==> src/sv/pfd_pkg.sv <==
package pfd_pkg;

    localparam int SEEN_DEPTH_DEF = 64;
    localparam int VALUE_W        = 32;

    typedef enum logic [1:0] {
        ST_OK       = 2'd0,
        ST_EMPTY    = 2'd1,
        ST_OVERFLOW = 2'd2
    } status_t;

    // A lookup that walks the cell chain, one cell per cycle.
    typedef struct packed {
        logic               valid;
        logic [VALUE_W-1:0] value;
        logic               hit;
    } pfd_query_t;

endpackage

==> src/sv/parity_filter_distinct.sv <==
// A list element is taken into the launch register, walks the chain of seen cells one cell
// per cycle, has its hit flag registered on leaving the chain and then goes to the output
// register; an empty list marker goes straight to the output register. Both wait while the
// output is stalled, and a new item is accepted only once the previous result is registered.
// Reset: asynchronous, active low; the seen store is emptied and keep_odd returns to 0.
module parity_filter_distinct
    import pfd_pkg::*;
#(
    parameter int SEEN_DEPTH = SEEN_DEPTH_DEF
)
(
    input  logic               clk,
    input  logic               rst_n,
    input  logic               cfg_we,
    input  logic               cfg_wdata,       // keep_odd
    input  logic               s_axis_tvalid,
    output logic               s_axis_tready,
    input  logic [VALUE_W-1:0] s_axis_tdata,    // [31:0] value
    input  logic               s_axis_tuser,    // [0] action
    input  logic               s_axis_tlast,    // is_last
    output logic               m_axis_tvalid,
    input  logic               m_axis_tready,
    output logic [VALUE_W-1:0] m_axis_tdata,    // [31:0] value_out
    output logic [2:0]         m_axis_tuser,    // [0] kept, [2:1] status
    output logic               m_axis_tlast     // end_of_list
);

    localparam int CNT_W = $clog2(SEEN_DEPTH + 1);

    typedef enum logic [1:0] {
        S_IDLE,
        S_SEARCH,
        S_FINISH
    } state_t;

    state_t             state_reg,   state_next;
    pfd_query_t         launch_reg,  launch_next;
    logic [VALUE_W-1:0] value_reg,   value_next;
    logic               last_reg,    last_next;
    logic               action_reg,  action_next;
    logic               hit_reg,     hit_next;
    logic [CNT_W-1:0]   count_reg,   count_next;
    logic               keep_odd_reg, keep_odd_next;
    logic               m_valid_reg, m_valid_next;
    logic [VALUE_W-1:0] m_data_reg,  m_data_next;
    logic [2:0]         m_user_reg,  m_user_next;
    logic               m_last_reg,  m_last_next;

    pfd_query_t         chain [0:SEEN_DEPTH];
    logic               wr_en;
    logic               out_free;
    logic               pass;
    logic               kept;
    logic               has_room;
    status_t            status;

    assign chain[0] = launch_reg;

    for (genvar i = 0; i < SEEN_DEPTH; i++)
    begin : g_cell
        pfd_cell #(
            .CNT_W    (CNT_W),
            .CELL_IDX (i)
        ) u_cell (
            .clk       (clk),
            .rst_n     (rst_n),
            .count     (count_reg),
            .wr_en     (wr_en),
            .wr_data   (value_reg),
            .query_in  (chain[i]),
            .query_out (chain[i+1])
        );
    end

    assign out_free = !m_valid_reg || m_axis_tready;
    assign pass     = (value_reg[0] == keep_odd_reg);
    assign kept     = pass && !hit_reg;
    assign has_room = (count_reg < CNT_W'(SEEN_DEPTH));
    assign status   = (kept && !has_room) ? ST_OVERFLOW : ST_OK;
    assign wr_en    = (state_reg == S_FINISH) && out_free && !action_reg && kept && has_room;

    always_comb
    begin
        state_next    = state_reg;
        launch_next   = launch_reg;
        value_next    = value_reg;
        last_next     = last_reg;
        action_next   = action_reg;
        hit_next      = hit_reg;
        count_next    = count_reg;
        keep_odd_next = keep_odd_reg;
        m_valid_next  = m_valid_reg;
        m_data_next   = m_data_reg;
        m_user_next   = m_user_reg;
        m_last_next   = m_last_reg;

        launch_next.valid = 1'b0;

        if (cfg_we)
        begin
            keep_odd_next = cfg_wdata;
        end

        if (m_valid_reg && m_axis_tready)
        begin
            m_valid_next = 1'b0;
        end

        case (state_reg)
            S_IDLE:
            begin
                if (s_axis_tvalid)
                begin
                    value_next  = s_axis_tdata;
                    last_next   = s_axis_tlast;
                    action_next = s_axis_tuser;
                    if (s_axis_tuser)
                    begin
                        state_next = S_FINISH;
                    end
                    else
                    begin
                        launch_next.valid = 1'b1;
                        launch_next.value = s_axis_tdata;
                        launch_next.hit   = 1'b0;
                        state_next        = S_SEARCH;
                    end
                end
            end
            S_SEARCH:
            begin
                if (chain[SEEN_DEPTH].valid)
                begin
                    hit_next   = chain[SEEN_DEPTH].hit;
                    state_next = S_FINISH;
                end
            end
            S_FINISH:
            begin
                if (out_free)
                begin
                    m_valid_next = 1'b1;
                    state_next   = S_IDLE;
                    if (action_reg)
                    begin
                        m_data_next = '0;
                        m_user_next = {ST_EMPTY, 1'b0};
                        m_last_next = 1'b1;
                        count_next  = '0;
                    end
                    else
                    begin
                        m_data_next = value_reg;
                        m_user_next = {status, kept};
                        m_last_next = last_reg;
                        if (last_reg)
                        begin
                            count_next = '0;
                        end
                        else if (wr_en)
                        begin
                            count_next = count_reg + CNT_W'(1);
                        end
                    end
                end
            end
            default:
            begin
                state_next = S_IDLE;
            end
        endcase
    end

    always_ff @(posedge clk or negedge rst_n)
    begin
        if (!rst_n)
        begin
            state_reg    <= S_IDLE;
            launch_reg   <= '0;
            count_reg    <= '0;
            keep_odd_reg <= 1'b0;
            m_valid_reg  <= 1'b0;
            value_reg    <= '0;
            last_reg     <= 1'b0;
            action_reg   <= 1'b0;
            hit_reg      <= 1'b0;
            m_data_reg   <= '0;
            m_user_reg   <= '0;
            m_last_reg   <= 1'b0;
        end
        else
        begin
            state_reg    <= state_next;
            launch_reg   <= launch_next;
            count_reg    <= count_next;
            keep_odd_reg <= keep_odd_next;
            m_valid_reg  <= m_valid_next;
            value_reg    <= value_next;
            last_reg     <= last_next;
            action_reg   <= action_next;
            hit_reg      <= hit_next;
            m_data_reg   <= m_data_next;
            m_user_reg   <= m_user_next;
            m_last_reg   <= m_last_next;
        end
    end

    assign s_axis_tready = (state_reg == S_IDLE);
    assign m_axis_tvalid = m_valid_reg;
    assign m_axis_tdata  = m_data_reg;
    assign m_axis_tuser  = m_user_reg;
    assign m_axis_tlast  = m_last_reg;

`ifndef SYNTHESIS
    a_count_bound: assert property (@(posedge clk) disable iff (!rst_n)
        count_reg <= CNT_W'(SEEN_DEPTH))
        else $error("seen count exceeds store depth");

    a_empty_result: assert property (@(posedge clk) disable iff (!rst_n)
        (m_axis_tvalid && (m_axis_tuser[2:1] == ST_EMPTY)) |-> (!m_axis_tuser[0] && m_axis_tlast))
        else $error("empty list result is kept or not marked last");

    a_overflow_kept: assert property (@(posedge clk) disable iff (!rst_n)
        (m_axis_tvalid && (m_axis_tuser[2:1] == ST_OVERFLOW)) |-> m_axis_tuser[0])
        else $error("overflow status on a value that was not kept");

    a_chain_quiet: assert property (@(posedge clk) disable iff (!rst_n)
        s_axis_tready |-> !chain[SEEN_DEPTH].valid)
        else $error("lookup still in the cell chain while accepting");
`endif

endmodule

==> src/sv/pfd_cell.sv <==
module pfd_cell
    import pfd_pkg::*;
#(
    parameter int CNT_W    = 7,
    parameter int CELL_IDX = 0
)
(
    input  logic               clk,
    input  logic               rst_n,
    input  logic [CNT_W-1:0]   count,
    input  logic               wr_en,
    input  logic [VALUE_W-1:0] wr_data,
    input  pfd_query_t         query_in,
    output pfd_query_t         query_out
);

    logic [VALUE_W-1:0] stored_reg;
    pfd_query_t         query_reg;
    pfd_query_t         query_next;
    logic               active;

    // Only cells below the fill count hold a value of the current list.
    assign active = (CNT_W'(CELL_IDX) < count);

    always_comb
    begin
        query_next       = query_in;
        query_next.hit   = query_in.hit | (active && (stored_reg == query_in.value));
    end

    always_ff @(posedge clk or negedge rst_n)
    begin
        if (!rst_n)
        begin
            query_reg <= '0;
        end
        else
        begin
            query_reg <= query_next;
        end
    end

    always_ff @(posedge clk)
    begin
        if (wr_en && (count == CNT_W'(CELL_IDX)))
        begin
            stored_reg <= wr_data;
        end
    end

    assign query_out = query_reg;

endmodule
==> config.mk <==
export PLATFORM = sky130hd
export DESIGN_NAME = parity_filter_distinct
export DESIGN_NICKNAME = d
export VERILOG_FILES = /design/src/sv/pfd_pkg.sv /design/src/sv/parity_filter_distinct.sv /design/src/sv/pfd_cell.sv
export SDC_FILE = /design/constraint.sdc
export NUM_CORES = 2
export LEC_CHECK = 0
export ABC_AREA = 1
export BUFFER_PORTS_ARGS = -buffer_cell sky130_fd_sc_hd__buf_2
export CAP_MARGIN = 5
export CORE_ASPECT_RATIO = 1.4
export CORE_MARGIN = 2
export CORE_UTILIZATION = 42
export CTS_BUF_LIST = sky130_fd_sc_hd__clkbuf_16
export CTS_CLUSTER_SIZE = 16
export DETAILED_ROUTE_END_ITERATION = 16
export GPL_TIMING_DRIVEN = 0
export PLACE_DENSITY = 0.56
export SKIP_CTS_REPAIR_TIMING = 1
export SLEW_MARGIN = 0
export SYNTH_ARGS = -nofsm -noshare
export SYNTH_HDL_FRONTEND = slang
export SYNTH_SLANG_ARGS = --single-unit
export TNS_END_PERCENT = 100
==> constraint.sdc <==
create_clock -name clk -period 7.5 [get_ports clk]
set_input_delay 0 -clock clk [delete_from_list [all_inputs] [get_ports clk]]
set_output_delay 0 -clock clk [all_outputs]
set_load 0.05 [all_outputs]
==> results.json <==
{
  "status": "finished, violations left",
  "violations": "negative hold slack",
  "worst_slew_pin_slew_ps": 1240,
  "timing.final.crit_share_pct": 58.9,
  "p_leak_uw": 0.0728,
  "reg2reg_setup_slack_ps": 3080,
  "clock_path_buffers": 4,
  "layout.nets": 11800,
  "crit_chain": "inv_1 > nand2_1 > nor2_2 > nand2_2 > nor2_4 > nand4_1 > nor2_4",
  "drv_cap": 0,
  "hpwlAfterDp_mm": 236,
  "synthCells": 11100,
  "cts_root_buffer": "clkbuf_16",
  "cts_tree": "built",
  "die_x_microns": 512,
  "core_sq_mm": 0.360,
  "antenna_found_initial": 17,
  "track_usage_pct": 19.0,
  "ys_seq_area_share_pct": 77.8,
  "gp_congestion": 0.837,
  "startpoint_type": "flop",
  "dieHeight_microns": 715,
  "finalWorstPathRequiredPeriod_ps": 4420,
  "drv_slew": 0,
  "rsz0062_at_grt": "false",
  "num_io_pins": 78,
  "cp_data_required_time_ps": 8030,
  "wl_mm": 345,
  "drive_above_1_share_pct": 7.56,
  "p_per_area_mw_per_mm2": 361,
  "post_drt_wl_per_cell_microns": 20.6,
  "end_kind": "flop",
  "cp_top_family": "simple AND/OR/NAND/NOR gates",
  "ys_seq_elements": 4307,
  "cp-startpoint": "state_reg[0]",
  "vias_per_cell": 4.63,
  "critPathKind": "flop to flop",
  "grt_pass1_wl_mm": 517,
  "fin_skew_ps": 55.6,
  "syn_nets": 11100,
  "worst-path-buf-inv": 1,
  "setup-violations-final": 0,
  "start_util_pct": 42.1,
  "global_route.overflow_total": 0,
  "hold_class": "input pin to flop",
  "hold_viol": 2,
  "fin_hold_ws_ps": -17.0,
  "area_growth_pct": 14.8,
  "drc": 0,
  "worstSkewPairLatency_ps": 920,
  "detail-route-antenna-nets": 0,
  "worstPathArrival_ps": 4940,
  "max-slew-margin-rel_pct": 16.9,
  "hold_path.startpoint": "s_axis_tdata[5]",
  "fp.dieArea_sq_mm": 0.366,
  "clock-sinks": 4307,
  "r2r_start": "state_reg[0]",
  "setup_tns_ps": 0,
  "clkSlewWorstSetupHoldPaths_ps": 60,
  "power_uw": 62800,
  "final_common_cell": "nand2_1",
  "grt_max_degree": 171,
  "worstPathMaxFanout": 32,
  "ir_worst_vdd_mv": 0.508,
  "avgSynthCellArea_sq_um": 13.7,
  "ys.warnings.count": 0,
  "drtIter0Drc": 5127,
  "firstDrtPassIters": 7,
  "io_buffers": 77,
  "fmax_mhz": 226,
  "critPathSlowestCell": "nor2_4",
  "cts_made_buffers": 388,
  "final_cell_mix": "nand2_1 (2497), dfrtp_1 (2227), edfxtp_1 (2048), inv_1 (1417), xnor2_1 (1199)",
  "first_global_vias": 81700,
  "rows": 261,
  "via_count": 77700,
  "ys_types": 36,
  "slowest_delay_ps": 1160,
  "h-tree-depth": 5,
  "largest_reg_flops": 2144,
  "syn_area_sq_mm": 0.152,
  "worst_path_most_repeated_cell": "nor2_4"
}
==> stage by stage <==
step	setup WS, ps	cells	cell area (sq um)	util [%]
detailed placement	3080	16000	161000	44.7
global placement	-46120	15900	158000	43.9
CTS	3070	16700	173000	48.1
finish	3080	16800	174000	48.3
global route	3010	16800	174000	48.3
floorplan	3010	11100	152000	-
==> cell type report <==
class                   count  area, sq um
repair buffers            275         3620
fillers                 30600       186000
flip-flops and latches   4307       118000
well taps                4734         5920
inverters                1322         4960
diodes                      7         17.5
multi-input cells        5398        29000
clock inverters           318         2420
plain buffers              31          154
clock buffers             394         9860
==> cell usage after synthesis, drive strengths merged <==
cell type | number | area, sq um
nor2 | 909 | 3470
inv | 1322 | 4960
o2111ai | 1 | 8.76
xor2 | 209 | 1830
ha | 4 | 50.1
nand4 | 109 | 682
o21ai | 135 | 679
dfrtp | 2259 | 56500
nor3 | 35 | 180
a22o | 27 | 236
buf | 18 | 104
a21oi | 15 | 75.1
or2 | 39 | 244
nand2 | 2505 | 9430
nand3 | 180 | 901
edfxtp | 2048 | 61500
mux2 | 2 | 22.5
o211ai | 2 | 15.0
o21bai | 2 | 15.0
and3 | 1 | 6.26
o22ai | 21 | 131
nand3b | 3 | 22.5
clkbuf | 13 | 50.0
xnor2 | 1199 | 10500
==> final timing paths <==
kind | to | cells after the start
max in group asynchronous | g_cell[37].u_cell.query_out[33] | 8
min | value_reg[5] | 4
min reg2reg | g_cell[49].u_cell.query_out[33] | 0
max reg2reg | g_cell[54].u_cell.stored_reg[11] | 7
max | g_cell[54].u_cell.stored_reg[11] | 7
min in group asynchronous | g_cell[55].u_cell.query_out[32] | 4
==> report_power, final <==
group / switching (uW) / internal [uW] / leakage (uW)
Clock: 8550 / 10700 / 0.00637
Sequential: 4780 / 30300 / 0.0476
Combinational: 5270 / 3190 / 0.0188
==> routing by layer <==
layer | vias to the layer above | track usage (%) | part of all wire (%) | wire length (microns)
li1 | 36500 | - | - | -
met1 | 39000 | 22.4 | 39 | 133000
met2 | 1581 | 34.7 | 53 | 182000
met3 | 658 | 2.42 | 3.9 | 13600
met4 | 2 | 8.17 | 4.8 | 16600
met5 | - | 0 | 0.0038 | 13
==> cells by family after synthesis <==
| kind of cell | synth area share (%) |
|---|---|
| adders and majority gates | 0.0330 |
| muxes | 0.0149 |
| AOI/OAI and AO/OA | 0.766 |
| DFF | 77.8 |
| buffers and inverters | 3.37 |
| xor gates and xnor gates | 8.13 |
| and+or+nand+nor | 9.85 |
==> worst reg2reg max path: stages (launching register included) <==
cell	delay (ps)
dfrtp_1	420
inv_1	110
nand2_1	80
nor2_2	360
nand2_2	280
nor2_4	480
nand4_1	1110
nor2_4	1170
No activity file was read; power rests on OpenSTA's default activity.
